<file path="src/hdl/qade_pkg.sv">
// Shared types, codes and constants for the QR alphanumeric data encoder.
// Used by qade_ctrl, qade_dpath and the top level; depends on nothing.
package qade_pkg;

    localparam int S_TDATA_W = 24;
    localparam int M_TDATA_W = 8;

    localparam logic [1:0] EMIT_NONE = 2'd0;
    localparam logic [1:0] EMIT_DATA = 2'd1;
    localparam logic [1:0] EMIT_PAD  = 2'd2;
    localparam logic [1:0] EMIT_ERR  = 2'd3;

    localparam logic [1:0] ERR_NONE     = 2'd0;
    localparam logic [1:0] ERR_INVALID  = 2'd1;
    localparam logic [1:0] ERR_CAPACITY = 2'd2;

    localparam logic CFG_VERSION   = 1'b0;
    localparam logic CFG_CODEWORDS = 1'b1;

    localparam logic [3:0] MODE_IND = 4'b0010;
    localparam logic [7:0] PAD_A    = 8'hEC;
    localparam logic [7:0] PAD_B    = 8'h11;

    localparam logic [5:0] VERSION_RESET   = 6'd1;
    localparam logic [6:0] CODEWORDS_RESET = 7'd13;

    typedef struct packed {
        logic       load;
        logic       exec;
        logic       term;
        logic       clear;
        logic [1:0] emit;
    } ctrl_cmd_t;

    typedef struct packed {
        logic skip;
        logic err;
        logic finishing;
        logic fill_ge8;
        logic fill_nz;
        logic bytes_lt_cap;
        logic out_free;
    } ctrl_stat_t;

    // Returns {valid, value}; valid is low for a character outside the set.
    function automatic logic [6:0] char_value(input logic [7:0] c);
        logic [6:0] v;
        v = 7'd0;
        if (c >= 8'h30 && c <= 8'h39) begin
            v = {1'b1, 6'(c - 8'h30)};
        end else if (c >= 8'h41 && c <= 8'h5A) begin
            v = {1'b1, 6'(c - 8'h37)};
        end else begin
            case (c)
                8'h20:   v = {1'b1, 6'd36};
                8'h24:   v = {1'b1, 6'd37};
                8'h25:   v = {1'b1, 6'd38};
                8'h2A:   v = {1'b1, 6'd39};
                8'h2B:   v = {1'b1, 6'd40};
                8'h2D:   v = {1'b1, 6'd41};
                8'h2E:   v = {1'b1, 6'd42};
                8'h2F:   v = {1'b1, 6'd43};
                8'h3A:   v = {1'b1, 6'd44};
                default: v = 7'd0;
            endcase
        end
        return v;
    endfunction

endpackage

</file>
<file path="src/hdl/qr_alphanumeric_data_encoder.sv">
// QR alphanumeric data encoder. A request is taken when idle and evaluated in
// the next cycle; each codeword then leaves through the output register.
// After a start or character request every whole byte in the accumulator is sent.
// A final item also sends the terminator, the last bits and pad codewords up to data_codewords.
// Reset (synchronous, active low) ends any message and sets version 1, 13 codewords.
module qr_alphanumeric_data_encoder #(
    parameter int MAX_CODEWORDS = 64
) (
    input  logic                           aclk,
    input  logic                           aresetn,
    input  logic                           s_tvalid,
    output logic                           s_tready,
    // [12:0] message_length, [20:13] char_code, [23:21] zero
    input  logic [qade_pkg::S_TDATA_W-1:0] s_tdata,
    // [0] func
    input  logic                           s_tuser,
    input  logic                           s_tlast,
    output logic                           m_tvalid,
    input  logic                           m_tready,
    // [7:0] out_byte
    output logic [qade_pkg::M_TDATA_W-1:0] m_tdata,
    // [1:0] error_code
    output logic [1:0]                     m_tuser,
    output logic                           m_tlast,
    input  logic                           cfg_valid,
    output logic                           cfg_ready,
    input  logic                           cfg_addr,
    input  logic [6:0]                     cfg_data
);
    import qade_pkg::*;

    ctrl_cmd_t  cmd;
    ctrl_stat_t stat;

    assign cfg_ready = 1'b1;

    qade_ctrl u_ctrl (
        .aclk     (aclk),
        .aresetn  (aresetn),
        .s_tvalid (s_tvalid),
        .s_tready (s_tready),
        .stat     (stat),
        .cmd      (cmd)
    );

    qade_dpath #(
        .MAX_CODEWORDS (MAX_CODEWORDS)
    ) u_dpath (
        .aclk      (aclk),
        .aresetn   (aresetn),
        .cmd       (cmd),
        .stat      (stat),
        .s_tdata   (s_tdata),
        .s_tuser   (s_tuser),
        .s_tlast   (s_tlast),
        .cfg_valid (cfg_valid),
        .cfg_addr  (cfg_addr),
        .cfg_data  (cfg_data),
        .m_tvalid  (m_tvalid),
        .m_tready  (m_tready),
        .m_tdata   (m_tdata),
        .m_tlast   (m_tlast),
        .m_tuser   (m_tuser)
    );

endmodule

</file>
<file path="src/hdl/qade_ctrl.sv">
// Sequencing state machine of the QR alphanumeric data encoder.
// Drives datapath commands from its status; uses qade_pkg.
module qade_ctrl (
    input  logic                  aclk,
    input  logic                  aresetn,
    input  logic                  s_tvalid,
    output logic                  s_tready,
    input  qade_pkg::ctrl_stat_t  stat,
    output qade_pkg::ctrl_cmd_t   cmd
);
    import qade_pkg::*;

    localparam logic [2:0] ST_IDLE  = 3'd0;
    localparam logic [2:0] ST_EXEC  = 3'd1;
    localparam logic [2:0] ST_FLUSH = 3'd2;
    localparam logic [2:0] ST_TERM  = 3'd3;
    localparam logic [2:0] ST_FINAL = 3'd4;
    localparam logic [2:0] ST_PAD   = 3'd5;
    localparam logic [2:0] ST_ERR   = 3'd6;

    logic [2:0] state_reg;
    logic [2:0] state_next;

    always_ff @(posedge aclk) begin
        if (!aresetn) begin
            state_reg <= ST_IDLE;
        end else begin
            state_reg <= state_next;
        end
    end

    always_comb begin
        state_next = state_reg;
        cmd.load   = 1'b0;
        cmd.exec   = 1'b0;
        cmd.term   = 1'b0;
        cmd.clear  = 1'b0;
        cmd.emit   = EMIT_NONE;
        case (state_reg)
            ST_IDLE: begin
                if (s_tvalid) begin
                    cmd.load   = 1'b1;
                    state_next = ST_EXEC;
                end
            end
            ST_EXEC: begin
                cmd.exec = 1'b1;
                if (stat.skip) begin
                    state_next = ST_IDLE;
                end else if (stat.err) begin
                    state_next = ST_ERR;
                end else begin
                    state_next = ST_FLUSH;
                end
            end
            ST_FLUSH: begin
                if (stat.fill_ge8) begin
                    if (stat.out_free) begin
                        cmd.emit = EMIT_DATA;
                    end
                end else if (stat.finishing) begin
                    state_next = ST_TERM;
                end else begin
                    state_next = ST_IDLE;
                end
            end
            ST_TERM: begin
                cmd.term   = 1'b1;
                state_next = ST_FINAL;
            end
            ST_FINAL: begin
                if (stat.fill_nz) begin
                    if (stat.out_free) begin
                        cmd.emit = EMIT_DATA;
                    end
                end else begin
                    state_next = ST_PAD;
                end
            end
            ST_PAD: begin
                if (stat.bytes_lt_cap) begin
                    if (stat.out_free) begin
                        cmd.emit = EMIT_PAD;
                    end
                end else begin
                    cmd.clear  = 1'b1;
                    state_next = ST_IDLE;
                end
            end
            ST_ERR: begin
                if (stat.out_free) begin
                    cmd.emit   = EMIT_ERR;
                    state_next = ST_IDLE;
                end
            end
            default: begin
                state_next = ST_IDLE;
            end
        endcase
    end

    assign s_tready = (state_reg == ST_IDLE);

endmodule

</file>
<file path="src/hdl/qade_dpath.sv">
// Datapath of the QR alphanumeric data encoder: request and configuration
// registers, bit accumulator, byte counter and capacity checks, output register.
// Uses qade_pkg; commanded by qade_ctrl.
module qade_dpath #(
    parameter int MAX_CODEWORDS = 64
) (
    input  logic                              aclk,
    input  logic                              aresetn,
    input  qade_pkg::ctrl_cmd_t               cmd,
    output qade_pkg::ctrl_stat_t              stat,
    input  logic [qade_pkg::S_TDATA_W-1:0]    s_tdata,
    input  logic                              s_tuser,
    input  logic                              s_tlast,
    input  logic                              cfg_valid,
    input  logic                              cfg_addr,
    input  logic [6:0]                        cfg_data,
    output logic                              m_tvalid,
    input  logic                              m_tready,
    output logic [qade_pkg::M_TDATA_W-1:0]    m_tdata,
    output logic                              m_tlast,
    output logic [1:0]                        m_tuser
);
    import qade_pkg::*;

    localparam int CAP_W = $clog2(MAX_CODEWORDS + 1);
    localparam int CMP_W = (CAP_W > 7) ? CAP_W : 7;
    localparam int BIT_W = CAP_W + 4;

    logic             func_reg;
    logic [12:0]      len_reg;
    logic [7:0]       char_reg;
    logic             lastc_reg;
    logic [5:0]       version_reg, version_next;
    logic [6:0]       codewords_reg, codewords_next;
    logic [23:0]      acc_reg, acc_next;
    logic [4:0]       fill_reg, fill_next;
    logic [CAP_W-1:0] bytes_reg, bytes_next;
    logic [5:0]       pend_val_reg, pend_val_next;
    logic             pend_vld_reg, pend_vld_next;
    logic             active_reg, active_next;
    logic             finish_reg, finish_next;
    logic             pad_sel_reg, pad_sel_next;
    logic [1:0]       err_code_reg, err_code_next;
    logic             out_vld_reg, out_vld_next;
    logic [7:0]       out_byte_reg, out_byte_next;
    logic             out_last_reg, out_last_next;
    logic [1:0]       out_err_reg, out_err_next;

    logic [CMP_W-1:0] cap_wide;
    logic [CAP_W-1:0] cap;
    logic [BIT_W-1:0] cap_bits;
    logic [BIT_W-1:0] used_bits;
    logic [BIT_W-1:0] room;
    logic [2:0]       term_n;
    logic [23:0]      hdr;
    logic [4:0]       hdr_len;
    logic [6:0]       cval;
    logic [10:0]      pair_val;
    logic [4:0]       char_need;
    logic             fits_start;
    logic             fits_char;
    logic [31:0]      byte_sh;
    logic             last_hit;
    logic             out_free;

    assign cap_wide = (CMP_W'(codewords_reg) < CMP_W'(MAX_CODEWORDS)) ?
                      CMP_W'(codewords_reg) : CMP_W'(MAX_CODEWORDS);
    assign cap       = cap_wide[CAP_W-1:0];
    assign cap_bits  = {1'b0, cap, 3'b000};
    assign used_bits = {1'b0, bytes_reg, 3'b000} + BIT_W'(fill_reg);
    assign room      = cap_bits - used_bits;
    assign term_n    = (room >= BIT_W'(4)) ? 3'd4 : room[2:0];

    always_comb begin
        if (version_reg <= 6'd9) begin
            hdr     = {11'd0, MODE_IND, len_reg[8:0]};
            hdr_len = 5'd13;
        end else if (version_reg <= 6'd26) begin
            hdr     = {9'd0, MODE_IND, len_reg[10:0]};
            hdr_len = 5'd15;
        end else begin
            hdr     = {7'd0, MODE_IND, len_reg[12:0]};
            hdr_len = 5'd17;
        end
    end

    assign cval      = char_value(char_reg);
    assign pair_val  = 11'(11'(pend_val_reg) * 11'd45) + 11'(cval[5:0]);
    assign char_need = pend_vld_reg ? 5'd11 : (lastc_reg ? 5'd6 : 5'd0);
    assign fits_start = BIT_W'(hdr_len) <= cap_bits;
    assign fits_char  = (used_bits + BIT_W'(char_need)) <= cap_bits;

    assign byte_sh  = {acc_reg, 8'h00} >> fill_reg;
    assign last_hit = finish_reg &&
                      (((CAP_W + 1)'(bytes_reg) + (CAP_W + 1)'(1)) == (CAP_W + 1)'(cap));
    assign out_free = !out_vld_reg || m_tready;

    assign stat.skip         = func_reg && !active_reg;
    assign stat.err          = func_reg ? (!cval[6] || !fits_char) : !fits_start;
    assign stat.finishing    = finish_reg;
    assign stat.fill_ge8     = fill_reg >= 5'd8;
    assign stat.fill_nz      = fill_reg != 5'd0;
    assign stat.bytes_lt_cap = bytes_reg < cap;
    assign stat.out_free     = out_free;

    always_comb begin
        version_next   = version_reg;
        codewords_next = codewords_reg;
        acc_next       = acc_reg;
        fill_next      = fill_reg;
        bytes_next     = bytes_reg;
        pend_val_next  = pend_val_reg;
        pend_vld_next  = pend_vld_reg;
        active_next    = active_reg;
        finish_next    = finish_reg;
        pad_sel_next   = pad_sel_reg;
        err_code_next  = err_code_reg;
        out_vld_next   = out_vld_reg && !m_tready;
        out_byte_next  = out_byte_reg;
        out_last_next  = out_last_reg;
        out_err_next   = out_err_reg;

        if (cfg_valid) begin
            if (cfg_addr == CFG_VERSION) begin
                version_next = cfg_data[5:0];
            end else begin
                codewords_next = cfg_data;
            end
        end

        if (cmd.exec) begin
            if (!func_reg) begin
                pend_val_next = 6'd0;
                pend_vld_next = 1'b0;
                bytes_next    = '0;
                pad_sel_next  = 1'b0;
                active_next   = 1'b1;
                finish_next   = (len_reg == 13'd0);
                if (fits_start) begin
                    acc_next  = hdr;
                    fill_next = hdr_len;
                end else begin
                    fill_next     = 5'd0;
                    err_code_next = ERR_CAPACITY;
                end
            end else if (active_reg) begin
                if (!cval[6]) begin
                    err_code_next = ERR_INVALID;
                end else if (!fits_char) begin
                    err_code_next = ERR_CAPACITY;
                end else begin
                    if (pend_vld_reg) begin
                        acc_next      = (acc_reg << 11) | 24'(pair_val);
                        pend_vld_next = 1'b0;
                        pend_val_next = 6'd0;
                    end else if (lastc_reg) begin
                        acc_next = (acc_reg << 6) | 24'(cval[5:0]);
                    end else begin
                        pend_val_next = cval[5:0];
                        pend_vld_next = 1'b1;
                    end
                    fill_next   = fill_reg + char_need;
                    finish_next = lastc_reg;
                end
            end
        end

        if (cmd.term) begin
            acc_next  = acc_reg << term_n;
            fill_next = fill_reg + 5'(term_n);
        end

        case (cmd.emit)
            EMIT_DATA: begin
                out_vld_next  = 1'b1;
                out_byte_next = byte_sh[7:0];
                out_last_next = last_hit;
                out_err_next  = ERR_NONE;
                fill_next     = (fill_reg >= 5'd8) ? (fill_reg - 5'd8) : 5'd0;
                bytes_next    = bytes_reg + CAP_W'(1);
            end
            EMIT_PAD: begin
                out_vld_next  = 1'b1;
                out_byte_next = pad_sel_reg ? PAD_B : PAD_A;
                out_last_next = last_hit;
                out_err_next  = ERR_NONE;
                pad_sel_next  = !pad_sel_reg;
                bytes_next    = bytes_reg + CAP_W'(1);
            end
            EMIT_ERR: begin
                out_vld_next  = 1'b1;
                out_byte_next = 8'h00;
                out_last_next = 1'b1;
                out_err_next  = err_code_reg;
            end
            default: begin
            end
        endcase

        if (cmd.clear || (cmd.emit == EMIT_ERR)) begin
            fill_next     = 5'd0;
            bytes_next    = '0;
            pend_val_next = 6'd0;
            pend_vld_next = 1'b0;
            active_next   = 1'b0;
            finish_next   = 1'b0;
            pad_sel_next  = 1'b0;
        end
    end

    always_ff @(posedge aclk) begin
        if (!aresetn) begin
            version_reg   <= VERSION_RESET;
            codewords_reg <= CODEWORDS_RESET;
            fill_reg      <= 5'd0;
            bytes_reg     <= '0;
            pend_vld_reg  <= 1'b0;
            active_reg    <= 1'b0;
            finish_reg    <= 1'b0;
            pad_sel_reg   <= 1'b0;
            out_vld_reg   <= 1'b0;
        end else begin
            version_reg   <= version_next;
            codewords_reg <= codewords_next;
            fill_reg      <= fill_next;
            bytes_reg     <= bytes_next;
            pend_vld_reg  <= pend_vld_next;
            active_reg    <= active_next;
            finish_reg    <= finish_next;
            pad_sel_reg   <= pad_sel_next;
            out_vld_reg   <= out_vld_next;
        end
    end

    always_ff @(posedge aclk) begin
        if (cmd.load) begin
            func_reg  <= s_tuser;
            len_reg   <= s_tdata[12:0];
            char_reg  <= s_tdata[20:13];
            lastc_reg <= s_tlast;
        end
        acc_reg      <= acc_next;
        pend_val_reg <= pend_val_next;
        err_code_reg <= err_code_next;
        out_byte_reg <= out_byte_next;
        out_last_reg <= out_last_next;
        out_err_reg  <= out_err_next;
    end

    assign m_tvalid = out_vld_reg;
    assign m_tdata  = out_byte_reg;
    assign m_tlast  = out_last_reg;
    assign m_tuser  = out_err_reg;

    a_fill_range: assert property (@(posedge aclk) disable iff (!aresetn)
        fill_reg <= 5'd20)
        else $error("bit accumulator fill out of range");

    a_emit_free: assert property (@(posedge aclk) disable iff (!aresetn)
        (cmd.emit != EMIT_NONE) |-> out_free)
        else $error("byte emitted into a busy output register");

    a_err_shape: assert property (@(posedge aclk) disable iff (!aresetn)
        (m_tvalid && (m_tuser != ERR_NONE)) |-> (m_tlast && (m_tdata == 8'h00)))
        else $error("error result without last flag or with nonzero data");

    a_err_clears: assert property (@(posedge aclk) disable iff (!aresetn)
        (cmd.emit == EMIT_ERR) |=> (!active_reg && (fill_reg == 5'd0)))
        else $error("message state not cleared after error");

endmodule
</file>
<file path="config.mk">
export PLATFORM = sky130hd
export DESIGN_NAME = qr_alphanumeric_data_encoder
export DESIGN_NICKNAME = d
export VERILOG_FILES = /design/src/hdl/qade_pkg.sv /design/src/hdl/qr_alphanumeric_data_encoder.sv /design/src/hdl/qade_ctrl.sv /design/src/hdl/qade_dpath.sv
export SDC_FILE = /design/constraint.sdc
export NUM_CORES = 1
export LEC_CHECK = 0
export BUFFER_PORTS_ARGS = -buffer_cell sky130_fd_sc_hd__buf_2
export CORE_ASPECT_RATIO = 0.8
export CORE_MARGIN = 5
export CORE_UTILIZATION = 55
export CTS_BUF_LIST = sky130_fd_sc_hd__clkbuf_16
export CTS_CLUSTER_DIAMETER = 40
export CTS_CLUSTER_SIZE = 10
export DETAILED_ROUTE_END_ITERATION = 10
export GPL_TIMING_DRIVEN = 0
export PLACE_DENSITY = 0.77
export SYNTH_ARGS = -nofsm -noshare
export SYNTH_HDL_FRONTEND = slang
export SYNTH_HIERARCHICAL = 1
export SYNTH_SLANG_ARGS = --single-unit
</file>
<file path="constraint.sdc">
create_clock -name aclk -period 5.76 [get_ports aclk]
set_input_delay 1.152 -clock aclk [delete_from_list [all_inputs] [get_ports aclk]]
set_output_delay 1.152 -clock aclk [all_outputs]
set_load 0.02 [all_outputs]
</file>
**Yosys cells after proc, flatten, opt, wreduce, memory -nomap -nowiden**

Cells that the tools add are included.

- Output and inout port bits: 14
- Register bits after elaboration: 99
- Logic and storage cells: 213

- Multiplexer cells: 84
- Eq/ne operators: 39
- Add/sub/neg operators: 11
- Multiply operators: 1
- Shift-type cells: 2
- Magnitude comparators: 12
- Reduce and logical (&&, ||, !) cells: 39
- Bitwise gates (word level): 5

Operators by type and width:

| cell | number |
|---|---|
| 24-bit two-way mux | 9 |
| 8-bit by 6-bit == test with 1-bit output, second input constant | 9 |
| 7-bit one-hot mux with 9 select lines | 1 |
| 5-bit two-way mux | 12 |
| 7-bit two-way mux | 6 |
| 6-bit two-way mux | 6 |
| 32-bit by 5-bit >> shifter with 8-bit output | 1 |
| 15-bit two-way mux | 2 |
| 3-bit two-way mux | 9 |
| 24-bit by 11-bit OR with 24-bit output | 1 |
| 24-bit by 6-bit OR with 24-bit output | 1 |
| 8-bit one-hot mux with 3 select lines | 1 |
| 24-bit by 3-bit left shift with 24-bit output | 1 |
| 1-bit two-way mux | 22 |
| 2-bit two-way mux | 11 |
| 3-bit one-hot mux with 7 select lines | 1 |
| 2-bit != test, second input constant | 9 |
| 4-bit != test, second input constant | 4 |
| 3-bit != test, second input constant | 5 |
| 13-bit logical NOT | 1 |
| 4-bit AND reduction | 3 |
| 6-bit subtractor, second input constant | 2 |
| 10-bit by 5-bit adder with 11-bit output | 1 |
| 11-bit by 5-bit adder with 11-bit output | 1 |
| other kinds (44) | 74 |

**Logic depth before layout (Yosys ltp)**

Gate-level depths: netlist (run 1).

- Depth after elaboration: 13
- Depth in mapped cells: 21

**Hierarchy**

The synthesis (run 1) kept the hierarchy.

Modules (own cells, without submodules):

| module | cells an instance | times used | sequential area each (um^2) | area an instance (um^2) |
|---|---|---|---|---|
| qade_dpath | 1034 | 1 | 2522.4 | 8887.3 |
| qade_ctrl | 46 | 1 | 60.1 | 351.6 |
| qr_alphanumeric_data_encoder | 2 | 1 | 0.0 | 11.3 |

**Worst setup path after synthesis (run 1)**

Ideal clock, no wire load.

- Path type: reg2reg
- From: register u_dpath.pend_vld_reg
- To: register u_dpath.acc_reg[22] (enable)
- Clock period less this slack: 4.815 ns
- Setup time: 0.297 ns
- Path slack: 0.945 ns
- Arrival time: 4.518 ns
- Path buffers: 2
- Stages on the path, launching flop included: 20
- Required time: 5.463 ns
- Cells stage by stage: dfxtp_1 clkbuf_1 buf_1 nor2b_1 ha_1 nor2b_1 o21a_1 nor2_1 nor2_1 nand3_1 xor2_1 ha_1 nand4_1 or4_1 o211ai_1 o311ai_1 nor2_1 a41o_1 a21o_1 o21a_1

- Cells in the longest elaborated chain, start to end: 5

RTL lines:

| item | line | source |
|---|---|---|
| start: declaration | qade_dpath.sv:39 | `logic pend_vld_reg, pend_vld_next;` |
| start signal: assignment | qade_dpath.sv:227 | `pend_vld_reg <= pend_vld_next;` |
| 5-bit two-way mux | qade_dpath.sv:89 | `assign char_need = pend_vld_reg ? 5'd11 : (lastc_reg ? 5'd6 : 5'd0);` |
| 11-bit by 5-bit adder with 11-bit output | qade_dpath.sv:91 | `assign fits_char = (used_bits + BIT_W'(char_need)) <= cap_bits;` |
| 11-bit by 10-bit <= comparator with 1-bit output | qade_dpath.sv:91 |  |
| 3-bit != test (no source line) | -- |  |
| 6-bit AND reduction (no source line) * | -- |  |
| end signal: assignment | qade_dpath.sv:242 | `acc_reg <= acc_next;` |
| end: declaration | qade_dpath.sv:35 | `logic [23:0] acc_reg, acc_next;` |

Mark *: on every way between the ends. The rest lies on a longest branch, timed or not.
A chain may end at the register's enable or synchronous reset.

**Final worst setup path (run 1)**

- From: register u_dpath.bytes_reg[0]
- To: register u_dpath.fill_reg[4]

- Cells in the longest elaborated chain, start to end: 7

RTL lines:

| item | line | source |
|---|---|---|
| start: declaration | qade_dpath.sv:37 | `logic [CAP_W-1:0] bytes_reg, bytes_next;` |
| start signal: assignment | qade_dpath.sv:226 | `bytes_reg <= bytes_next;` |
| 10-bit by 5-bit adder with 11-bit output | qade_dpath.sv:70 | `assign used_bits = {1'b0, bytes_reg, 3'b000} + BIT_W'(fill_reg);` |
| 10-bit by 11-bit subtractor with 11-bit output | qade_dpath.sv:71 | `assign room = cap_bits - used_bits;` |
| 11-bit by 3-bit >= comparator with 1-bit output | qade_dpath.sv:72 | `assign term_n = (room >= BIT_W'(4)) ? 3'd4 : room[2:0];` |
| 3-bit two-way mux | qade_dpath.sv:72 |  |
| 5-bit by 3-bit adder with 5-bit output | qade_dpath.sv:170 | `fill_next = fill_reg + 5'(term_n);` |
| 5-bit two-way mux | qade_dpath.sv:168 | `if (cmd.term) begin` |
| 5-bit two-way mux | qade_dpath.sv:173 | `case (cmd.emit)` |
| end signal: assignment | qade_dpath.sv:225 | `fill_reg <= fill_next;` |
| end: declaration | qade_dpath.sv:36 | `logic [4:0] fill_reg, fill_next;` |

Several ways; a longest one is shown, not always the timed one.

==> impl_metrics.csv, run 1 <==
group,metric,value,unit
critical_path,start_kind,"flip-flop",
synth,synth_top_area_share,0.195,
synth,synth_cell_types,80,
timing,rsz0062_at_grt,"false",
synth,synth.most_common_cell,"nand2_1",
synth,synth_edf_count,60,
placed_design,dpl.hpwl,20.0,mm
synth,synth_area_leaders,"edfxtp_1 (19%), ha_1 (10%), dfxtp_1 (8.4%)",
routing,drt_iter0_markers,895,
global_routing,grt_pass1_wl,41.4,mm
routing,wl,25.9,mm
routing,drc,0,
global_routing,grt-ovfl-total,0,
placed_design,dp_cells,1350,
synth,yosys.area.top_type,"edfxtp_1",
floorplanning,initial_core_util,0.559,
layout,fill_cells,1489,
routing,ant_nets,0,
placed_design,gp_congestion,0.977,
synth,netlist_instances,1082,
run,maxCapViolCount,0,
layout,utilization,0.607,
synth,seq_area_frac_synth,0.279,
synth,syn_area_per_cell,8.55,um2
clock_tree,clk_latency,0.36,ns
clock_tree,hold_buffers,0,
timing,tightestPinTransition,1.04,ns
floorplanning,num_io_pins,53,
routing,avgRoutedWirePerCell,18.9,um
synth,ys_warn_count,6,
routing,via_per_inst,6.32,
layout,drive_gt1_frac,0.107,
synth,synth_ff_type,"edfxtp_1",
synth,syn_area,0.00925,mm2
outcome,status,"complete, no violations",
floorplanning,die-area,0.0195,mm2
global_routing,grt_max_degree,24,
clock_tree,clk_pin_slew,0.07,ns
critical_path,critPathMaxFanout,10,
clock_tree,h-tree-depth,3,
synth,syn_nets,1207,
timing,setup_viol,0,
hold_path,hold_path_class,"flip-flop to flip-flop",
layout,largest_reg_flops,24,
placed_design,port_buffers,48,
timing,final-hold-violation-count,0,
timing,relSlewSlack,0.310,
clock_tree,post-cts-setup-buffers,0,
critical_path,worst_ep_required_time,6.06,ns
timing,period_share,0.924,
critical_path,setup.worst_path.end_class,"flip-flop",
global_routing,grt_pass1_vias,7902,
pwr,powerDensity,447,mW/mm2
layout,diodes,0,
clock_tree,clockBufferDepth,2,
synth,ys_ff_latch,99,
synth,synth_common_cells,"nand2_1 (96), inv_1 (83), a21oi_1 (79), nor2_1 (79), ha_1 (76)",
timing,slew_violations,0,
clock_tree,root_buffer,"clkbuf_16",
timing,finClkSkew,0.0106,ns
layout,final_cells,1366,
clock_tree,cts_made_buffers,9,
floorplanning,rows,42,
routing,drtPass1Iterations,5,
timing,max_freq,188,MHz
critical_path,critical_path_class,"flip-flop to flip-flop",
pwr,peakVddDrop,0.302,mV
global_routing,antenna_found_initial,0,
floorplanning,dieHeight,126,um
global_routing,grt.total_usage,0.261,
timing,fin_crit,5.32,ns
floorplanning,core-area,0.0166,mm2
synth,async_reset_ff_frac,0,
layout,final_nets,1266,
layout,area_growth,8.66,%
floorplanning,die_x,155,um
pwr,p_leak,4.08,nW
routing,vias,8635,
critical_path,crit_arrival,5.62,ns
clock_tree,cts_tree,"built",
clock_tree,cts.sinks,99,
## cell type report
| class | instances | area [um2] | area share |
|---|---|---|---|
| Sequential cell | 99 | 2580 | 0.257 |
| Inverter | 84 | 315 | 0.0314 |
| Clock inverter | 7 | 55.1 | 0.00548 |
| Timing Repair Buffer | 48 | 240 | 0.0239 |
| Clock buffer | 9 | 225 | 0.0224 |
| Buffer | 77 | 330 | 0.0329 |
| Tap cell | 220 | 275 | 0.0274 |
| Multi-Input combinational cell | 822 | 6030 | 0.600 |
## worst paths after layout
path,cells after the start,slack (ns),startpoint,endpoint
max,19,0.44,u_dpath/bytes_reg[0],u_dpath/fill_reg[4]
min,2,0.47,u_dpath/codewords_reg[4],u_dpath/codewords_reg[4]
max reg2reg,19,0.44,u_dpath/bytes_reg[0],u_dpath/fill_reg[4]
min reg2reg,2,0.47,u_dpath/codewords_reg[4],u_dpath/codewords_reg[4]
## placed cells by master (no fill, tap or decap), drive strengths merged, types with 7 or more instances in the layout
master and n:
o21a 12, edfxtp 60, buf 79, nand3 27, mux2i 64, nor2b 13, a211oi 15, o22ai 10
a21oi 80, xor2 12, clkbuf 55, nor2 79, nand3b 8, nand2 96, ha 76, inv 89
or3 7, xnor2 23, and2 8, a21o 14, nand2b 10, dfxtp 39, o21ai 71, o211ai 25
mux4 14, fa 10, nor3 28, and3 11
## per-layer routing
layer | vias up | GRT usage | share of wire
li1 | 4082 | - | -
met1 | 4049 | 0.394 | 0.45
met2 | 473 | 0.377 | 0.43
met3 | 31 | 0.0634 | 0.11
met4 | 0 | 0.0566 | 0.012
met5 | - | 0 | 0
## worst max-delay path: stages (launching register included)
cell       delay (ns)
dfxtp_1          0.39
ha_1             0.24
fa_1             0.47
nand3_1          0.14
xor2_1           0.29
ha_1             0.37
a211oi_1         0.25
o21ai_0          0.18
a2111oi_4        0.33
o221ai_2         0.18
nor3_2           0.34
buf_2            0.35
o21ai_0          0.13
ha_1             0.25
a21oi_1          0.20
nand2b_1         0.08
a2111oi_0        0.40
nor4_1           0.14
a221oi_1         0.34
o32a_1           0.18
## kinds of logic (layout without fill, tap and decap cells)
kind of cell,Yosys count,in the layout,share of synthesized area
and+or+nand+nor,318,318,0.169
AOI/OAI and AO/OA,301,301,0.218
buffers and inverters,161,225,0.0694
DFF,99,99,0.279
adders and majority gates,86,86,0.124
muxes,81,81,0.107
xor gates and xnor gates,35,35,0.0331
other,1,1,0.000405
## per-stage QoR
step	setup WS, ns	total power [mW]	setup TNS [ns]	instance area [um2]	hold WS, ns
after floorplan	0.945	3.17	0	9250	0.436
after global placement	-0.184	3.77	-0.368	9770	0.458
after detailed placement	-0.259	3.86	-0.621	9770	0.463
after CTS	0.00419	4.46	0	10000	0.474
after global routing	0.0614	4.84	0	10100	0.511
final	0.439	4.50	0	10100	0.473
## report_power, final
| group | internal (mW) | switching [mW] |
|---|---|---|
| sequential | 0.989 | 0.171 |
| combinational | 1.08 | 1.66 |
| clock | 0.301 | 0.294 |
| total | 2.37 | 2.12 |
## what timing repair did
| item | 4_1_cts | 5_1_grt |
|---|---|---|
| gates cloned | 0 | 0 |
| endpoints found under the setup margin | 24 | 24 |
| gates resized for setup | 1 | 4 |
Note: power is estimated with default switching activity, not from simulation.
==> run 2, diff against run 1 <==
Settings changed: CORE_UTILIZATION 55 to 50, HOLD_SLACK_MARGIN set to 0.08, PLACE_DENSITY 0.77 to 0.71.
==> impl_metrics.csv, run 2 (synthesized netlist as in run 1, its figures left out) <==
group,metric,value,unit
clock_tree,clockBufferDepth,2,
global_routing,grt_pass1_vias,7960,
critical_path,start_kind,"flip-flop",
layout,fill_cells,1694,
layout,diodes,0,
placed_design,port_buffers,48,
placed_design,dp_cells,1360,
pwr,peakVddDrop,0.350,mV
clock_tree,h-tree-depth,3,
timing,tns,0,ns
clock_tree,cts.sinks,99,
clock_tree,cts_tree,"built",
global_routing,grt_pass1_wl,42.0,mm
routing,drt_iter0_markers,976,
routing,avgRoutedWirePerCell,18.9,um
global_routing,grt-ovfl-total,0,
global_routing,grt_max_degree,24,
clock_tree,clk_pin_slew,0.09,ns
timing,slew_violations,0,
run,maxCapViolCount,0,
floorplanning,core-area,0.0182,mm2
routing,ant_nets,0,
routing,drtPass1Iterations,6,
clock_tree,clk_latency,0.37,ns
timing,finClkSkew,0.0162,ns
timing,fin_crit,5.33,ns
floorplanning,initial_core_util,0.509,
critical_path,setup.worst_path.end_class,"flip-flop",
timing,holdWs,0.481,ns
layout,stdcell_area,0.0101,mm2
timing,rsz0062_at_grt,"false",
global_routing,antenna_found_initial,0,
floorplanning,die_x,162,um
layout,largest_reg_flops,24,
placed_design,dpl.hpwl,20.0,mm
layout,final_nets,1266,
timing,max_freq,188,MHz
pwr,finalPower,4.54,mW
timing,relSlewSlack,0.272,
layout,final_common_cell,"nand2_1",
pwr,powerDensity,449,mW/mm2
critical_path,critical_path_class,"flip-flop to flip-flop",
floorplanning,die-area,0.0213,mm2
global_routing,grt.total_usage,0.241,
placed_design,place_area,0.00978,mm2
outcome,status,"complete, no violations",
timing,final-hold-violation-count,0,
floorplanning,rows,44,
critical_path,worst_ep_required_time,6.06,ns
routing,vias,8540,
hold_path,hold_path_class,"flip-flop to flip-flop",
timing,setup_viol,0,
critical_path,critPathMaxFanout,10,
timing,tightestPinTransition,1.09,ns
floorplanning,dieHeight,132,um
clock_tree,root_buffer,"clkbuf_16",
clock_tree,cts_made_buffers,9,
timing,period_share,0.925,
placed_design,pre_cts_slack,-0.0893,ns
clock_tree,hold_buffers,0,
layout,final_cell_mix,"nand2_1 (96), inv_1 (83), a21oi_1 (79), nor2_1 (79), ha_1 (76)",
critical_path,crit_arrival,5.63,ns
layout,final_cells,1376,
placed_design,gp_congestion,0.981,
timing,fin_ws,0.430,ns
routing,via_per_inst,6.21,
clock_tree,post-cts-setup-buffers,0,
pwr,p_leak,4.08,nW
routing,wl,26.0,mm
layout,utilization,0.556,
floorplanning,num_io_pins,53,
critical_path,r2r_slack,0.43,ns
layout,drive_gt1_frac,0.106,
layout,area_growth,9.21,%
routing,drc,0,
-- run 2: cell types whose count changed in the layout (fill, tap and decap cells not counted), sizes merged --
cell | before | now
clkbuf | 55 | 54
buf | 79 | 80
clkinv | 2 | 3
inv | 89 | 88
-- run 2: path summary, 6_finish.rpt --
check	from	end	cells after the start
worst min-delay path	u_dpath/codewords_reg[4]	u_dpath/codewords_reg[4]	2
worst min register to register	u_dpath/codewords_reg[4]	u_dpath/codewords_reg[4]	2
worst max register to register	u_dpath/bytes_reg[0]	u_dpath/fill_reg[4]	19
worst max-delay path	u_dpath/bytes_reg[0]	u_dpath/fill_reg[4]	19
-- run 2: critical path: stages, from the launching register on --
cell and delay, ns:
dfxtp_1 0.39, ha_1 0.24, fa_1 0.46, nand3_1 0.14, xor2_1 0.30, ha_1 0.38, a211oi_1 0.24, o21ai_0 0.19
a2111oi_4 0.33, o221ai_2 0.21, nor3_4 0.29, buf_2 0.37, o21ai_0 0.15, ha_1 0.27, a21oi_1 0.22, nand2b_1 0.08
a2111oi_0 0.40, nor4_1 0.12, a221oi_1 0.31, o32a_1 0.17
-- run 2: cell type report --
class | instances | area, um2 | share of cell area
multi-input combinational | 822 | 6040 | 0.598
sequential | 99 | 2580 | 0.256
tap | 230 | 288 | 0.0285
inverter | 84 | 315 | 0.0312
buffer | 77 | 328 | 0.0324
timing repair buffer | 48 | 240 | 0.0238
clock inverter | 7 | 83.8 | 0.00830
clock buffer | 9 | 225 | 0.0223
-- run 2: what timing repair did --
item / 4_1_cts / 5_1_grt
endpoints found under the setup margin: 2 / 25
pin swaps: 0 / 0
resized for setup: 1 / 3
-- run 2: metal layers --
metal	part of all wire	global-route usage
met1	0.47	0.369
met3	0.10	0.0535
met5	0	0
met2	0.41	0.347
met4	0.015	0.0503
-- run 2: report_power, final --
part / switching (mW) / internal (mW) / leakage (nW)
registers: 0.164 / 0.988 / 0.879
logic: 1.67 / 1.08 / 3.04
clock network: 0.324 / 0.315 / 0.152
